==> src/rtl/core/pedestrian_traffic_light_controller_macros.svh <==
// ----------------------------------------------------------------------------
// Assertion macros for the pedestrian crossing controller.
// Each macro samples on clk and is disabled while rst is high.
// ----------------------------------------------------------------------------
`ifndef PEDESTRIAN_TRAFFIC_LIGHT_CONTROLLER_MACROS_SVH
`define PEDESTRIAN_TRAFFIC_LIGHT_CONTROLLER_MACROS_SVH

// Consequent must hold in the same cycle as the antecedent.
`define PTLC_ASSERT_SAME(label, ante, cons, msg) \
  label: assert property (@(posedge clk) disable iff (rst) (ante) |-> (cons)) \
    else $error(msg);

// Consequent must hold in the cycle after the antecedent.
`define PTLC_ASSERT_NEXT(label, ante, cons, msg) \
  label: assert property (@(posedge clk) disable iff (rst) (ante) |=> (cons)) \
    else $error(msg);

`endif

==> src/rtl/core/ptlc_pkg.sv <==
// ----------------------------------------------------------------------------
// ptlc_pkg
// Shared types, constants and the walk-cycle lamp table of the controller.
// ----------------------------------------------------------------------------
`timescale 1ns / 1ps
`default_nettype none
package ptlc_pkg;

  // Widths of the configuration registers and fields.
  localparam int DARK_W   = 10;
  localparam int TICK_W   = 8;
  localparam int HALF_W   = 6;
  localparam int RUN_W    = 4;
  localparam int CFG_W    = 10;
  localparam int CFG_IDX_W = 2;
  localparam int MODE_W   = 2;

  localparam int LIGHT_BITS_DEFAULT = 10;

  // Register reset values.
  localparam logic [DARK_W-1:0] DARK_RESET  = 10'd700;
  localparam logic [TICK_W-1:0] TICK_RESET  = 8'd50;
  localparam logic [HALF_W-1:0] NIGHT_RESET = 6'd8;
  localparam logic [RUN_W-1:0]  DAY_RESET   = 4'd4;

  // Register indexes on the configuration port.
  localparam logic [CFG_IDX_W-1:0] REG_DARK_THRESHOLD = 2'd0;
  localparam logic [CFG_IDX_W-1:0] REG_TICKS_PER_HALF = 2'd1;
  localparam logic [CFG_IDX_W-1:0] REG_NIGHT_CONFIRM  = 2'd2;
  localparam logic [CFG_IDX_W-1:0] REG_DAY_CONFIRM    = 2'd3;

  // Mode codes as seen on the result stream.
  localparam logic [MODE_W-1:0] MODE_DAY   = 2'd0;
  localparam logic [MODE_W-1:0] MODE_CHECK = 2'd1;
  localparam logic [MODE_W-1:0] MODE_WALK  = 2'd2;
  localparam logic [MODE_W-1:0] MODE_BLINK = 2'd3;

  // Half-second marks of the walk cycle and the night blink.
  localparam logic [HALF_W-1:0] WALK_YELLOW_START = 6'd4;
  localparam logic [HALF_W-1:0] WALK_RED_START    = 6'd11;
  localparam logic [HALF_W-1:0] WALK_FLASH_START  = 6'd31;
  localparam logic [HALF_W-1:0] WALK_END          = 6'd39;
  localparam logic [HALF_W-1:0] BLINK_LIT         = 6'd1;
  localparam logic [HALF_W-1:0] BLINK_END         = 6'd2;
  localparam logic [HALF_W-1:0] HALF_MAX          = 6'd63;
  localparam logic [RUN_W-1:0]  RUN_MAX           = 4'd15;

  // Control state, one-hot.
  typedef enum logic [3:0] {
    ST_DAY   = 4'b0001,
    ST_CHECK = 4'b0010,
    ST_WALK  = 4'b0100,
    ST_BLINK = 4'b1000
  } state_t;

  // Lamp set, car green in the lowest bit.
  typedef struct packed {
    logic walk_red;
    logic walk_green;
    logic car_red;
    logic car_yellow;
    logic car_green;
  } lamps_t;

  // Configuration register file contents.
  typedef struct packed {
    logic [DARK_W-1:0] dark_threshold;
    logic [TICK_W-1:0] ticks_per_half;
    logic [HALF_W-1:0] night_confirm_halves;
    logic [RUN_W-1:0]  day_confirm_samples;
  } cfg_t;

  localparam lamps_t LAMPS_OFF    = '{default: 1'b0};
  localparam lamps_t LAMPS_DAY    = '{walk_red: 1'b1, car_green: 1'b1, default: 1'b0};
  localparam lamps_t LAMPS_YELLOW = '{car_yellow: 1'b1, default: 1'b0};

  // Lamps of the walk cycle for a given half-second count.
  function automatic lamps_t walk_lamps(input logic [HALF_W-1:0] h);
    lamps_t l;
    l = LAMPS_OFF;
    if (h < WALK_YELLOW_START) begin
      l.car_green = 1'b1;
      l.walk_red  = 1'b1;
    end else if (h < WALK_RED_START) begin
      l.car_yellow = 1'b1;
      l.walk_red   = 1'b1;
    end else if (h < WALK_FLASH_START) begin
      l.car_red    = 1'b1;
      l.walk_green = 1'b1;
    end else begin
      l.car_red  = 1'b1;
      l.walk_red = h[0];
    end
    return l;
  endfunction

  // Mode code shown for a control state.
  function automatic logic [MODE_W-1:0] mode_code(input state_t s);
    logic [MODE_W-1:0] m;
    unique case (s)
      ST_DAY:   m = MODE_DAY;
      ST_CHECK: m = MODE_CHECK;
      ST_WALK:  m = MODE_WALK;
      ST_BLINK: m = MODE_BLINK;
      default:  m = MODE_DAY;
    endcase
    return m;
  endfunction

endpackage
`default_nettype wire

==> src/rtl/core/ptlc_cfg_regs.sv <==
// ----------------------------------------------------------------------------
// ptlc_cfg_regs
// Configuration register file written through a plain write port.
// ----------------------------------------------------------------------------
`timescale 1ns / 1ps
`default_nettype none
module ptlc_cfg_regs (
  input  wire logic                           clk,
  input  wire logic                           rst,
  input  wire logic                           cfg_we,
  input  wire logic [ptlc_pkg::CFG_IDX_W-1:0] cfg_index,
  input  wire logic [ptlc_pkg::CFG_W-1:0]     cfg_data,
  output ptlc_pkg::cfg_t                      cfg
);
  import ptlc_pkg::*;

  // Register writes; every index in range maps to a register.
  always_ff @(posedge clk) begin
    if (rst) begin
      cfg.dark_threshold       <= DARK_RESET;
      cfg.ticks_per_half       <= TICK_RESET;
      cfg.night_confirm_halves <= NIGHT_RESET;
      cfg.day_confirm_samples  <= DAY_RESET;
    end else if (cfg_we) begin
      unique case (cfg_index)
        REG_DARK_THRESHOLD: cfg.dark_threshold       <= cfg_data[DARK_W-1:0];
        REG_TICKS_PER_HALF: cfg.ticks_per_half       <= cfg_data[TICK_W-1:0];
        REG_NIGHT_CONFIRM:  cfg.night_confirm_halves <= cfg_data[HALF_W-1:0];
        REG_DAY_CONFIRM:    cfg.day_confirm_samples  <= cfg_data[RUN_W-1:0];
        default: ;
      endcase
    end
  end

endmodule
`default_nettype wire

==> src/rtl/core/ptlc_in_stage.sv <==
// ----------------------------------------------------------------------------
// ptlc_in_stage
// Input register: holds one tick sample until the control stage takes it.
// ----------------------------------------------------------------------------
`timescale 1ns / 1ps
`default_nettype none
module ptlc_in_stage #(
  parameter int LIGHT_BITS = ptlc_pkg::LIGHT_BITS_DEFAULT
) (
  input  wire logic                  clk,
  input  wire logic                  rst,
  input  wire logic                  in_valid,
  output logic                       in_ready,
  input  wire logic                  in_button,
  input  wire logic [LIGHT_BITS-1:0] in_light,
  output logic                       hold_valid,
  input  wire logic                  hold_take,
  output logic                       hold_button,
  output logic [LIGHT_BITS-1:0]      hold_light
);
  import ptlc_pkg::*;

  // Room for a new sample when empty or when the held one leaves this cycle.
  assign in_ready = !hold_valid || hold_take;

  always_ff @(posedge clk) begin
    if (rst) begin
      hold_valid <= 1'b0;
    end else if (in_ready) begin
      hold_valid <= in_valid;
    end
  end

  // Payload, loaded on each accepted transaction.
  always_ff @(posedge clk) begin
    if (in_valid && in_ready) begin
      hold_button <= in_button;
      hold_light  <= in_light;
    end
  end

endmodule
`default_nettype wire

==> src/rtl/core/ptlc_ctrl.sv <==
// ----------------------------------------------------------------------------
// ptlc_ctrl
// Prescaler, mode state machine and the result register.
// ----------------------------------------------------------------------------
`timescale 1ns / 1ps
`default_nettype none
module ptlc_ctrl #(
  parameter int LIGHT_BITS = ptlc_pkg::LIGHT_BITS_DEFAULT
) (
  input  wire logic                        clk,
  input  wire logic                        rst,
  input  wire ptlc_pkg::cfg_t              cfg,
  input  wire logic                        hold_valid,
  output logic                             hold_take,
  input  wire logic                        hold_button,
  input  wire logic [LIGHT_BITS-1:0]       hold_light,
  output logic                             out_valid,
  input  wire logic                        out_ready,
  output ptlc_pkg::lamps_t                 out_lamps,
  output logic [ptlc_pkg::MODE_W-1:0]      out_mode
);
  import ptlc_pkg::*;
`include "pedestrian_traffic_light_controller_macros.svh"

  localparam int CMP_W = (LIGHT_BITS > DARK_W) ? LIGHT_BITS : DARK_W;

  state_t            state, state_next;
  logic [TICK_W-1:0] prescale_count, prescale_next, prescale_inc;
  logic [HALF_W-1:0] half_count, half_next, half_tick;
  logic              request_latch, request_next, request_set;
  logic [RUN_W-1:0]  daylight_run, daylight_next, run_inc;
  lamps_t            lamps_next;
  logic              dark, bright;

  // The held sample moves on when the result register is free or drains.
  assign hold_take = hold_valid && (!out_valid || out_ready);

  // Light comparison against the threshold at a common width.
  assign dark   = CMP_W'(hold_light) > CMP_W'(cfg.dark_threshold);
  assign bright = CMP_W'(hold_light) < CMP_W'(cfg.dark_threshold);

  // Prescaler runs first; the mode logic sees the stepped half count.
  always_comb begin
    prescale_inc = prescale_count + 1'b1;
    if (prescale_inc >= cfg.ticks_per_half) begin
      prescale_next = '0;
      half_tick     = (half_count == HALF_MAX) ? half_count : half_count + 1'b1;
    end else begin
      prescale_next = prescale_inc;
      half_tick     = half_count;
    end
  end

  // Mode logic for one tick.
  always_comb begin
    state_next    = state;
    half_next     = half_tick;
    request_next  = request_latch;
    daylight_next = daylight_run;
    lamps_next    = LAMPS_DAY;
    request_set   = request_latch | hold_button;
    run_inc       = '0;
    unique case (state)
      ST_DAY: begin
        lamps_next   = LAMPS_DAY;
        request_next = request_set;
        if (dark) begin
          state_next = ST_CHECK;
          half_next  = '0;
        end else if (request_set) begin
          state_next   = ST_WALK;
          half_next    = '0;
          request_next = 1'b0;
        end
      end
      ST_CHECK: begin
        lamps_next = LAMPS_DAY;
        if (half_tick >= cfg.night_confirm_halves) begin
          state_next    = ST_BLINK;
          half_next     = '0;
          daylight_next = '0;
          lamps_next    = LAMPS_OFF;
        end else begin
          request_next = request_set;
          if (request_set || bright) begin
            state_next = ST_DAY;
          end
        end
      end
      ST_WALK: begin
        if (half_tick >= WALK_END) begin
          state_next   = ST_DAY;
          request_next = 1'b0;
          lamps_next   = LAMPS_DAY;
        end else begin
          lamps_next = walk_lamps(half_tick);
        end
      end
      ST_BLINK: begin
        if (half_tick >= BLINK_END) begin
          half_next = '0;
          if (bright) begin
            run_inc = (daylight_run == RUN_MAX) ? daylight_run : daylight_run + 1'b1;
          end
          daylight_next = run_inc;
          lamps_next    = LAMPS_OFF;
          if (run_inc >= cfg.day_confirm_samples) begin
            state_next   = ST_DAY;
            request_next = 1'b0;
            lamps_next   = LAMPS_DAY;
          end
        end else begin
          lamps_next = (half_tick >= BLINK_LIT) ? LAMPS_YELLOW : LAMPS_OFF;
        end
      end
      default: begin
        state_next = ST_DAY;
      end
    endcase
  end

  // State registers advance once per item taken.
  always_ff @(posedge clk) begin
    if (rst) begin
      state          <= ST_DAY;
      prescale_count <= '0;
      half_count     <= '0;
      request_latch  <= 1'b0;
      daylight_run   <= '0;
    end else if (hold_take) begin
      state          <= state_next;
      prescale_count <= prescale_next;
      half_count     <= half_next;
      request_latch  <= request_next;
      daylight_run   <= daylight_next;
    end
  end

  // Result register valid flag.
  always_ff @(posedge clk) begin
    if (rst) begin
      out_valid <= 1'b0;
    end else if (hold_take) begin
      out_valid <= 1'b1;
    end else if (out_ready) begin
      out_valid <= 1'b0;
    end
  end

  // Result payload.
  always_ff @(posedge clk) begin
    if (hold_take) begin
      out_lamps <= lamps_next;
      out_mode  <= mode_code(state_next);
    end
  end

  // Walk green is only ever shown against a red car light.
  `PTLC_ASSERT_SAME(a_walk_safe, out_valid && out_lamps.walk_green, out_lamps.car_red, "walk green without car red")
  // Night blink never lights car green or car red.
  `PTLC_ASSERT_SAME(a_blink_lamps, out_valid && out_mode == MODE_BLINK, !out_lamps.car_green && !out_lamps.car_red, "blink mode with green or red lit")
  // The shown mode tracks the state register.
  `PTLC_ASSERT_SAME(a_mode_track, out_valid, out_mode == mode_code(state), "result mode differs from state")
  // A walk cycle only ends back in day mode.
  `PTLC_ASSERT_NEXT(a_walk_exit, state == ST_WALK, state == ST_WALK || state == ST_DAY, "walk cycle left to a mode other than day")

endmodule
`default_nettype wire

==> src/rtl/core/pedestrian_traffic_light_controller.sv <==
// ----------------------------------------------------------------------------
// pedestrian_traffic_light_controller
// Pedestrian crossing light controller driven by one sample per 10 ms tick.
// ----------------------------------------------------------------------------
//  Channel   Direction  Contents
//  s_axis    in         button, light_level (one tick sample)
//  m_axis    out        car/walk lamps and mode after the tick
//  cfg       in         register write: index, data
//
// Each sample passes an input register and the control logic into the
// result register; one sample is taken every cycle unless the result stalls.
// The state update loop (prescaler, half count, mode) allows this rate. A
// stalled result holds the result register, which then holds the input
// register. Reset is synchronous; no clearing pass follows.
// ----------------------------------------------------------------------------
`timescale 1ns / 1ps
`default_nettype none
module pedestrian_traffic_light_controller #(
  parameter int LIGHT_BITS = ptlc_pkg::LIGHT_BITS_DEFAULT
) (
  input  wire logic                           clk,
  input  wire logic                           rst,
  input  wire logic                           s_tvalid,
  output logic                                s_tready,
  // [0] button, [LIGHT_BITS:1] light_level, zero padding above
  input  wire logic [((LIGHT_BITS+8)/8)*8-1:0] s_tdata,
  output logic                                m_tvalid,
  input  wire logic                           m_tready,
  // [0] car_green, [1] car_yellow, [2] car_red, [3] walk_green,
  // [4] walk_red, [6:5] mode, [7] zero
  output logic [7:0]                          m_tdata,
  input  wire logic                           cfg_we,
  input  wire logic [ptlc_pkg::CFG_IDX_W-1:0] cfg_index,
  input  wire logic [ptlc_pkg::CFG_W-1:0]     cfg_data
);
  import ptlc_pkg::*;

  cfg_t                  cfg;
  logic                  hold_valid, hold_take, hold_button;
  logic [LIGHT_BITS-1:0] hold_light;
  lamps_t                out_lamps;
  logic [MODE_W-1:0]     out_mode;

  // Configuration registers.
  ptlc_cfg_regs u_cfg (
    .clk       (clk),
    .rst       (rst),
    .cfg_we    (cfg_we),
    .cfg_index (cfg_index),
    .cfg_data  (cfg_data),
    .cfg       (cfg)
  );

  // Input register.
  ptlc_in_stage #(.LIGHT_BITS(LIGHT_BITS)) u_in (
    .clk         (clk),
    .rst         (rst),
    .in_valid    (s_tvalid),
    .in_ready    (s_tready),
    .in_button   (s_tdata[0]),
    .in_light    (s_tdata[LIGHT_BITS:1]),
    .hold_valid  (hold_valid),
    .hold_take   (hold_take),
    .hold_button (hold_button),
    .hold_light  (hold_light)
  );

  // Control logic and result register.
  ptlc_ctrl #(.LIGHT_BITS(LIGHT_BITS)) u_ctrl (
    .clk         (clk),
    .rst         (rst),
    .cfg         (cfg),
    .hold_valid  (hold_valid),
    .hold_take   (hold_take),
    .hold_button (hold_button),
    .hold_light  (hold_light),
    .out_valid   (m_tvalid),
    .out_ready   (m_tready),
    .out_lamps   (out_lamps),
    .out_mode    (out_mode)
  );

  // Result packing.
  assign m_tdata = {1'b0, out_mode, out_lamps};

endmodule
`default_nettype wire

==> config.mk <==
export PLATFORM = sky130hd
export DESIGN_NAME = pedestrian_traffic_light_controller
export DESIGN_NICKNAME = d
export VERILOG_FILES = /design/src/rtl/core/ptlc_pkg.sv /design/src/rtl/core/ptlc_cfg_regs.sv /design/src/rtl/core/ptlc_in_stage.sv /design/src/rtl/core/ptlc_ctrl.sv /design/src/rtl/core/pedestrian_traffic_light_controller.sv
export VERILOG_INCLUDE_DIRS = /design/src /design/src/rtl/core
export SDC_FILE = /design/constraint.sdc
export NUM_CORES = 1
export LEC_CHECK = 0
export BUFFER_PORTS_ARGS = -buffer_cell sky130_fd_sc_hd__buf_2
export CAP_MARGIN = 10
export CORE_UTILIZATION = 40
export CTS_CLUSTER_DIAMETER = 150
export CTS_CLUSTER_SIZE = 40
export DETAILED_ROUTE_END_ITERATION = 7
export HOLD_SLACK_MARGIN = 0.02
export PLACE_DENSITY = 0.68
export RECOVER_POWER = 100
export SETUP_SLACK_MARGIN = 0.05
export SLEW_MARGIN = 20
export SYNTH_ARGS = -nofsm -noshare
export SYNTH_HDL_FRONTEND = slang
export SYNTH_SLANG_ARGS = --single-unit
==> constraint.sdc <==
create_clock -name clk -period 4.95 [get_ports clk]
set_input_delay 0.495 -clock clk [delete_from_list [all_inputs] [get_ports clk]]
set_output_delay 0.495 -clock clk [all_outputs]
set_load 0.02 [all_outputs]
After elaboration in Yosys (flattened, before gate mapping):

Index checks and enable logic that the tools add are counted.

* multipliers: 0
* muxes and demuxes: 46
* reductions and logical operators: 17
* add/sub/neg operators: 3
* divide/modulo/power cells: 0
* order comparisons: 11
* bitwise gates (word level): 1
* equal/unequal tests: 17
* shift-type cells: 0

Operators by type and width (count)
* $mux W4: 13
* $mux W6: 6
* $mux W5: 4
* $pmux W6 S3: 1
* $pmux W4 S4: 1
* $pmux W5 S3: 1
* $mux W1: 13
* $eq A4 B4 Y1 const B: 3
* $gt A10 B10 Y1: 1
* $lt A10 B10 Y1: 1
* $add A8 B1 Y8 const B: 1
* $eq A4 B2 Y1 const B: 2
* $eq A4 B3 Y1 const B: 2
* $ge A8 B8 Y1: 1
* $mux W8: 1
* $ne A2 B1 Y1 const B: 4
* $pmux W4 S2: 1
* $reduce_and A2 Y1: 4
* $add A6 B1 Y6 const B: 1
* $eq A6 B6 Y1 const B: 1
* $ge A6 B1 Y1 const B: 1
* $ge A6 B2 Y1 const B: 1
* $ge A6 B6 Y1: 1
* $ge A6 B6 Y1 const B: 1
* 22 further kinds: 29

* bits in writable memories: 0
* bits in registers: 71
* latch bits: 0
* logic and storage cells: 114
* memories: 0
* bits of input ports: 33
* bits in read-only memories: 0
* output and inout bits: 10

Longest topological paths before layout:

* depth in word-level cells: 12
* depth in mapped cells: 21
* depth with buffers taken out: 20

Cells and area by module:

Synthesis repeated with hierarchy kept, for this count alone.

* cell total of the unflattened synthesis: 465
* area, all modules: 4210.3 sq um

Modules (own cells, without submodules)
* ptlc_ctrl: area each 2646.3 sq um, instances 1, cells each 333, sequential area each 690.7 sq um
* ptlc_cfg_regs: area each 1167.4 sq um, instances 1, cells each 114, sequential area each 560.5 sq um
* ptlc_in_stage: area each 385.4 sq um, instances 1, cells each 16, sequential area each 350.3 sq um
* pedestrian_traffic_light_controller: area each 11.3 sq um, instances 1, cells each 2, sequential area each 0.0 sq um

Worst setup path before layout:

OpenSTA, ideal clock, no wires.

* path kind: register to register
* start point: register u_ctrl.prescale_count[2]
* end point: register u_ctrl.daylight_run[3]
* setup slack: 0.575 ns
* setup time: 0.059 ns
* cell stages (with the launch flop): 20
* required time: 4.891 ns
* buffers on the path: 1
* data arrival time: 4.316 ns
* period minus slack after synthesis: 4.375 ns
* cells stage by stage: dfxtp_1 and3_1 and3_1 nand3_1 xnor2_1 ha_1 nand4_1 o31ai_4 and2_1 clkbuf_1 mux2_2 ha_1 a21o_1 a21o_1 a21oi_1 a2111o_1 and3b_4 a21oi_2 nor4b_4 a22o_1

* word-level cells in the longest chain between the ends: 6
* elaborated cells between the ends (all ways): 8
* those cells by class: 1 x add/sub; 3 x order compare; 2 x eq/ne; 1 x mux; 1 x reduce/logical

Ends and longest elaborated chain
* start, declared: line ptlc_ctrl.sv:28 `logic [TICK_W-1:0] prescale_count, prescale_next, prescale_inc;`
* start signal, assigned: line ptlc_ctrl.sv:132 `prescale_count <= prescale_next;`
* $add A8 B1 Y8 (*): line ptlc_ctrl.sv:44 `prescale_inc = prescale_count + 1'b1;`
* $ge A8 B8 Y1 (*): line ptlc_ctrl.sv:45 `if (prescale_inc >= cfg.ticks_per_half) begin`
* $mux W6 (*): line ptlc_ctrl.sv:45
* $ge A6 B2 Y1 / $ge A6 B6 Y1 (equally long branches): line ptlc_ctrl.sv:100, ptlc_ctrl.sv:78
* $ne A2 B1 Y1 (no source line)
* $reduce_and A4 Y1 (no source line) (*)
* end signal, assigned: line ptlc_ctrl.sv:135 `daylight_run <= daylight_next;`
* end, declared: line ptlc_ctrl.sv:31 `logic [RUN_W-1:0] daylight_run, daylight_next, run_inc;`

Every way passes the cells marked *; elsewhere a longest branch is shown, timed or not.
A chain may end at the register's enable or synchronous reset.

Worst setup path after layout:

* start point: register u_ctrl.prescale_count[2]
* end point: register u_ctrl.daylight_run[0]

Same word-level chain as after synthesis.

==> qor.yml <==
run_status:
  status: "finished with violations"
  violations: "max-capacitance violations, max-slew violations"
worst_hold_path:
  min_path_type: "in -> reg"
  min_from: "s_tdata[2]"
  whs_path_depth: 1
  hold_end: "u_in.hold_light[1]"
layout:
  drive_above_1_share: 0.138
  final_util: 0.468
  syn2layout_area_growth_pct: 12.3
  final_common_cell: "nor2_1"
  num_antenna_cells: 0
  instances_no_fill: 599
  fin_nets: 529
  most-common-layout-cells: "nor2_1, dfxtp_1, nand2_1"
  design_area_um2: 4390
logic_synthesis:
  synthArstFlopShare: 0
  synthesis.area_um2: 3910
  syn_inst: 429
  syn_avg_cell_area_um2: 9.11
  ys_types: 65
  synth_ff_type: "dfxtp_1"
  ys_ff_latch: 71
  ys.warnings.count: 0
  syn_nets: 492
  synth_edf_count: 18
  synth-seq-area-share: 0.410
detailed_routing:
  first_iter_violations: 138
  vias_per_cell: 5.31
  wl_per_cell_um: 13.3
  drtPass1Iterations: 5
  remaining_drc_errors: 0
  wl_um: 7990
  vias: 3179
  final_antenna_net_count: 0
sta:
  slew_headroom: -0.555
  fin_crit_sh: 0.929
  worst_pin_slew_ps: 2330
  rsz0062_at_grt: "no"
  finalClockSkew_ps: 11.2
  hold_slack_ps: 315
  period_needed_ps: 4600
  setup_viol: 0
  hold_violations: 0
  fin_ws_ps: 352
  drv_slew: 51
  max_freq_mhz: 217
  fin_setup_tns_ps: 0
setup_path:
  timing.rr.end: "u_ctrl.daylight_run[0]"
  cp_slowest_stage_delay_ps: 450
  crit_arrival_ps: 4890
  slowest_stage: "a2111o_1"
  cp_num_buf_inv: 0
  worst_path_dominant_cell_family: "simple AND/OR/NAND/NOR gates"
  timing.rr.start: "u_ctrl.prescale_count[2]"
  regToRegSetupSlack_ps: 350
  critical_path_class: "reg -> reg"
  start_kind: "flip-flop"
  path_cells: "and3_1, and3_1, nand3_1, xnor2_1, ha_1, nand4_1, o31ai_4, and2_2, mux2_2, ha_1, a21o_1, a21o_1, a21oi_1, a2111o_1, and3b_4, a21oi_2, nor4b_4, a22o_1"
  reg2regPathDepth: 18
  cp_max_fo: 6
  end_kind: "flip-flop"
  required_ps: 5240
pwr:
  power.leakage_nw: 1.91
  p_per_area_nw_per_um2: 277
  peakVddDrop_v: 0.000130
  power_mw: 1.22
die:
  fp-row-count: 35
  die_area_um2: 10200
  die_h_um: 101
  io_pins: 43
  start_util: 0.417
  core_um2: 9370
  die_width_um: 101
place:
  port_buffers: 36
  dp_hpwl_um: 5740
  gp_congestion: 0.834
  dp_slack_ps: 196
  dpl.cell_count: 583
  placed_area_um2: 4220
cts:
  htree_levels: 3
  clk_pin_slew_ps: 80
  cts_root_buffer: "clkbuf_8"
  cts_buffers: 9
  clockBufferDepth: 2
  clock_latency_ps: 350
  cts_tree: "done"
  cts_sinks: 71
global_routing:
  grt_pass1_wl_um: 13700
  first_global_vias: 3037
  grt_usage: 0.171
  grt_max_degree: 51
  grt-ovfl-total: 0
  grt_antenna_before_repair: 0
flow_run:
  maxCapViolCount: 1
==> area by class of cell <==
cell class | count | area [um2]
clock buffers | 10 | 128
clock inverters | 5 | 58.8
fillers | 941 | 4980
inverters | 33 | 124
multi-input cells | 312 | 2130
flip-flops and latches | 71 | 1600
well taps | 129 | 161
repair buffers | 39 | 190
==> cell usage after synthesis (all sizes together) (5+ instances only) <==
cell    number  area, um2
nand2b       7       51.3
a211oi       9       72.6
nand2       38        143
a211o        8       70.1
mux2i       12        133
nand4        7       50.1
and3         6       37.5
nor2        58        220
xor2         5       43.8
o21ai       13       65.1
a22o         8       70.1
clkbuf       9       33.8
nand3b       5       37.5
edfxtp      18        541
ha          30        375
nand3       10       50.1
a21oi       36        188
dfxtp       53       1060
nor3         6       30.0
inv         32        120
==> report_power, final <==
part | internal (mW) | switching (mW)
registers | 0.617 | 0.0115
clock network | 0.231 | 0.221
logic | 0.0530 | 0.0836
total | 0.901 | 0.316
==> flip-flops by register name (all words and copies together) (netlist names) <==
register and count:
u_ctrl.out_valid 1, u_ctrl.out_mode 2, u_ctrl.prescale_count 8, u_ctrl.daylight_run 4, u_in.hold_valid 1, u_ctrl.half_count 6
u_in.hold_button 1, u_ctrl.state 4, u_ctrl.request_latch 1, u_ctrl.out_lamps 5, u_cfg.cfg 28, u_in.hold_light 10
==> logic make-up (layout without fill, tap and decap cells) <==
family	after synthesis	in the layout	synth area share
AND/OR/NAND/NOR	156	156	0.203
AO/OA/AOI/OAI	102	102	0.185
flip-flops	71	71	0.410
buffers and inverters	46	87	0.0455
adder cells (fa/ha/maj)	30	30	0.0961
multiplexers	14	14	0.0397
XOR/XNOR	9	9	0.0202
other	1	1	0.000960
==> worst max-delay path by stage <==
stage / from / endpoint / slack (ps) / cells past startpoint
after floorplan: u_ctrl.prescale_count[2] / u_ctrl.daylight_run[3] / 570 / 19
after global placement: u_ctrl.prescale_count[2] / u_ctrl.half_count[2] / 350 / 18
after detailed placement: u_ctrl.prescale_count[0] / u_ctrl.half_count[5] / 200 / 19
after CTS: u_ctrl.prescale_count[0] / u_ctrl.half_count[5] / 140 / 19
after global routing: u_ctrl.prescale_count[2] / u_ctrl.daylight_run[2] / 10 / 18
final: u_ctrl.prescale_count[2] / u_ctrl.daylight_run[0] / 350 / 18
==> routing by layer <==
metal	vias to the layer above	GRT usage	routed length, um
met5	-	0	0
met3	11	0.0472	334
met4	0	0.0569	95
met1	1505	0.207	3650
li1	1597	-	-
met2	66	0.293	3910
==> worst register-to-register path: cells and delay by family (launching register included) <==
kind	cells	cell delay [ps]
adders and majority gates	2	600
xor gates and xnor gates	1	150
and+or+nand+nor	7	1560
muxes	1	400
AOI/OAI and AO/OA	7	1420
DFF	1	410
==> what timing repair did <==
action	in CTS	in global routing
buffers inserted	0	1
hold buffers	0	0
endpoints found under the setup margin	0	12
resized for setup	0	4
Note: power is estimated with default switching activity, not from simulation.
